[config.mk]
export PLATFORM = sky130hd
export DESIGN_NAME = mlqs_ctrl
export DESIGN_NICKNAME = d
export VERILOG_FILES = /design/src/rtl/mlqs_pkg.sv /design/src/rtl/mlqs_ctrl.sv
export SDC_FILE = /design/constraint.sdc
export NUM_CORES = 1
export LEC_CHECK = 0
export ABC_AREA = 1
export BUFFER_PORTS_ARGS = -buffer_cell sky130_fd_sc_hd__buf_2
export CAP_MARGIN = 20
export CORE_AREA = 5 5 42 44
export CTS_CLUSTER_SIZE = 40
export DETAILED_ROUTE_END_ITERATION = 8
export DIE_AREA = 0 0 47 49
export PLACE_DENSITY_LB_ADDON = 0.2
export SETUP_SLACK_MARGIN = 0.2
export SYNTH_ARGS = -nofsm -noshare
export SYNTH_HDL_FRONTEND = slang
export SYNTH_SLANG_ARGS = --single-unit
[constraint.sdc]
create_clock -name clk -period 1.05 [get_ports clk]
set_input_delay 0.105 -clock clk [delete_from_list [all_inputs] [get_ports clk]]
set_output_delay 0.105 -clock clk [all_outputs]
set_load 0.01 [all_outputs]
[src/rtl/mlqs_pkg.sv]
package mlqs_pkg;

  localparam int MaxTasks = 32;
  localparam int IdxW = $clog2(MaxTasks);
  localparam int CntW = $clog2(MaxTasks + 1);

  localparam logic [1:0] ClassRt   = 2'd0;
  localparam logic [1:0] ClassSys  = 2'd1;
  localparam logic [1:0] ClassUser = 2'd2;

  localparam logic ReqArrival = 1'b0;
  localparam logic ReqTick    = 1'b1;

  typedef enum logic [2:0] {
    ST_IDLE,
    ST_ARRIVE,
    ST_RT_READ,
    ST_SCAN,
    ST_RUN,
    ST_DONE
  } state_t;

  // controller to datapath
  typedef struct packed {
    logic load_req;
    logic do_arrive;
    logic rt_read;
    logic scan_clear;
    logic scan_step;
    logic do_run;
    logic out_load;
  } cmd_t;

  // datapath to controller
  typedef struct packed {
    logic is_tick;
    logic rt_nonempty;
    logic scan_last;
  } sts_t;

endpackage

[src/rtl/mlqs_ctrl.sv]
module mlqs_ctrl (
  input  logic          clk,
  input  logic          rst_n,
  input  logic          in_valid,
  output logic          in_ready,
  output logic          out_valid,
  input  logic          out_ready,
  input  mlqs_pkg::sts_t sts,
  output mlqs_pkg::cmd_t cmd
);

  mlqs_pkg::state_t state_r, state_nxt;
  logic out_valid_r, out_valid_nxt;

  // state register
  always_ff @(posedge clk) begin
    if (!rst_n) begin
      state_r     <= mlqs_pkg::ST_IDLE;
      out_valid_r <= 1'b0;
    end else begin
      state_r     <= state_nxt;
      out_valid_r <= out_valid_nxt;
    end
  end

  assign out_valid = out_valid_r;

  // next state and commands
  always_comb begin
    state_nxt     = state_r;
    out_valid_nxt = out_valid_r && !out_ready;
    cmd           = '0;
    in_ready      = 1'b0;
    case (state_r)
      mlqs_pkg::ST_IDLE: begin
        in_ready = 1'b1;
        if (in_valid) begin
          cmd.load_req = 1'b1;
          state_nxt    = mlqs_pkg::ST_ARRIVE;
        end
      end
      mlqs_pkg::ST_ARRIVE: begin
        if (!sts.is_tick) begin
          cmd.do_arrive = 1'b1;
          state_nxt     = mlqs_pkg::ST_DONE;
        end else if (sts.rt_nonempty) begin
          state_nxt = mlqs_pkg::ST_RT_READ;
        end else begin
          cmd.scan_clear = 1'b1;
          state_nxt      = mlqs_pkg::ST_SCAN;
        end
      end
      mlqs_pkg::ST_RT_READ: begin
        cmd.rt_read = 1'b1;
        state_nxt   = mlqs_pkg::ST_RUN;
      end
      mlqs_pkg::ST_SCAN: begin
        cmd.scan_step = 1'b1;
        if (sts.scan_last) state_nxt = mlqs_pkg::ST_RUN;
      end
      mlqs_pkg::ST_RUN: begin
        cmd.do_run = 1'b1;
        state_nxt  = mlqs_pkg::ST_DONE;
      end
      mlqs_pkg::ST_DONE: begin
        if (!out_valid_r || out_ready) begin
          cmd.out_load  = 1'b1;
          out_valid_nxt = 1'b1;
          state_nxt     = mlqs_pkg::ST_IDLE;
        end
      end
      default: state_nxt = mlqs_pkg::ST_IDLE;
    endcase
  end

endmodule

==> summary.md <==
| Metric | Value |
|---|---|
| Worst-Margin Slew | 224.9 ps |
| Worst-path clk slew | 40 ps |
| CP peak stage delay | 330 ps |
| Post-synth EDFFs | 0 |
| Via count | 390 |
| Syn-to-layout area delta | 122.3% |
| Flops & latches, synth | 4 |
| Synthesized cell area | 275.3 um2 |
| Total CTS buffers | 3 |
| Top Metal Used | met3 |
| Die width | 47 um |
| Layout Skew | 7.214 ps |
| Drt total wl | 1002 um |
| Vias in the first global route | 363 |
| Crit path time final | 1240 ps |
| Met2 WL | 623 um |
| Slowest cell on the critical path | dfxtp_2 |
| Diodes inserted | 0 |
| Die footprint | 2303 um2 |
| Initial antenna violation count | 0 |
| NumNets Final | 88 |
| Vias per cell | 4.063 |
| Top post-synthesis cells by area | dfxtp_1 (29%), nor2_1 (19%), inv_1 (14%) |
| GRT Total Usage | 8.445% |
| Ports | 16 |
| Critical Path Source Type | flip-flop |
| Gate Count Post-Synth | 48 |
| Worst EP required | 940 ps |
| Vert. Die Dim | 49 um |
| Detailed Place HPWL | 625.9 um |
| Avg Inst Size Synth | 5.735 um2 |
| Async S/R FF share, synth | 0% |
| First-pass GRT wire length | 1393 um |
| 1st-pass router iterations | 4 |
| Setup crit end kind | output pin |
| Netlist cell types | 12 |
| Worst skew pair latency | 240 ps |
| Sequential-to-total area share from yosys stat | 29.09% |
| DRT met1 WL | 345 um |
| Clk buf depth | 2 |
| Post-synth top area cell | dfxtp_1 |
| Max_cap viols | 0 |
| Final worst setup slack | -189.6 ps |
| Largest net degree at the start of global routing | 8 |
| Signal arrival time at the worst endpoint | 1130 ps |
| Yosys warning count | 0 |
| Critical path cell sequence | inv_2, nor2_4, nand2_2, inv_2, nand2_4, nor2_4, buf_6 |
| H-tree levels | 1 |
| DRC violations left | 0 |
| RSZ-0062 raised after global routing | true |
| Overflow after GRT | 0 |
| ANT nets after route | 0 |
| Synthesized Nets | 55 |
| Pleak | 0.0003140 uW |
| Layout cells sized above 1 | 70.00% |
| RD Place Congestion | 0.7519 |
| I/O Buffers | 15 |
| Critical path peak fanout | 3 |
| Cell Count, Final, Fillers Out | 96 |
| Routed wire per std cell | 10.44 um |
| Violated checks | negative setup slack |
| Setup-failing EPs final | 10 |
| Worst VDD drop | 650.1 uV |
| FP Rows | 14 |
| Root buf cell | clkbuf_4 |
| Setup TNS Final | -1344 ps |
| Main synth FF type | dfxtp_1 |
| Max frequency | 806.7 MHz |
| Final Hold Fails | 0 |
| Power Density | 1600 nW/um2 |
| Worst slew margin | 84.96% |
| R2R cell count | 9 |
| Initial Util | 19.64% |
| # clock sinks | 4 |
| Top-count cell post-synth | nor2_1 |
| Drt initial violations | 6 |
| Status | finished with violations |
| Hold Path Class | input port to flip-flop |
| Worst Setup Path Type | flip-flop to output pin |
| Post-Place Cells | 79 |
| Top cell type's share of synthesized area | 29.09% |
| Hold Buf Count CTS | 0 |
| CORE AREA | 1401 um2 |
| Synth top cells by count | nor2_1 (14), inv_1 (10), nand2_1 (9), dfxtp_1 (4), a21oi_1 (3) |
| DR WL met3 | 33 um |
| Max Slew Vio Count | 0 |
| CTS tree | yes |
| Hold Path Depth | 3 |
| Final worst path period share | 118.1% |
[final cells by class]
type                       count  area [um2]
multi-input combinational     33       229.0
clock buffer                   4       26.28
sequential                     4       90.09
inverter                      11       46.29
fill                         164       789.5
timing repair buffer          28       200.2
tap                           16       20.02
[registers in the layout, summed over array words and instances, names as in the netlist]
name	count
out_valid	1
state_r	3
[per-layer routing]
layer / vias up / GRT usage, %
met5: - / 0
met4: 0 / 5.530
li1: 207 / -
met2: 6 / 14.03
met3: 0 / 2.214
met1: 177 / 8.772
[metrics by stage]
step           util [%]  setup WS [ps]  total power (uW)  cell area, um2  hold slack (ps)
2_1_floorplan         -          145.4             416.0           304.0            215.8
3_3_place_gp      28.48         -15.50             509.3           399.1            351.2
3_5_place_dp      28.48         -25.57             509.9           399.1            353.7
4_1_cts           36.52         -209.8             834.5           511.7            96.59
5_1_grt           43.66         -238.4              1047           611.8            116.4
6_report          43.66         -189.6             978.7           611.8            101.9
[cell usage in the layout, fill, tap and decap left out]
| cell | Yosys | final |
|---|---|---|
| buf_2 | 0 | 13 |
| buf_4 | 0 | 9 |
| nor2_1 | 14 | 8 |
| nand2_1 | 9 | 6 |
| buf_6 | 0 | 6 |
| nor2_4 | 1 | 5 |
| inv_1 | 10 | 5 |
| inv_2 | 1 | 4 |
| clkbuf_4 | 0 | 3 |
| inv_4 | 0 | 2 |
| nand2_2 | 0 | 2 |
| nor2_2 | 0 | 2 |
| nand3_4 | 0 | 2 |
| a21oi_2 | 0 | 2 |
| dfxtp_2 | 0 | 2 |
| dfxtp_4 | 0 | 2 |
| nand2_4 | 0 | 1 |
| nor3_2 | 0 | 1 |
| nand3_1 | 1 | 1 |
| nand4_1 | 1 | 1 |
| o21ai_1 | 0 | 1 |
| a21oi_1 | 3 | 1 |
| clkbuf_1 | 0 | 1 |
[power breakdown]
group	internal, uW	switching, uW	total (uW)	leakage [uW]
Combinational	278	267	545	0.000264
Clock	143	73.2	217	0.0000150
Sequential	182	34.9	217	0.0000350
[worst max-delay path, delay by kind of cell (launching register included)]
kind	cells	cell delay [ps]
buffers and inverters	3	230
flip-flops	1	330
AND/OR/NAND/NOR	4	350
[cells by family after synthesis]
family | synth area share [%]
compound gates | 7.269
buf+inv | 15.00
flops | 29.09
simple gates | 48.63
[final timing paths]
kind,start,endpoint,slack [ps]
setup / recovery,state_r[0],cmd[3],-190
hold / removal,rst_n,state_r[2],100
hold reg to reg,out_valid,out_valid,540
setup reg to reg,state_r[2],state_r[0],-140
[what timing repair did]
item | CTS | global route
pin swaps | 6 | 10
buffers inserted | 7 | 6
gates resized for setup | 10 | 16
endpoints found under the setup margin | 11 | 11
Note: power is estimated with default switching activity, not from simulation.
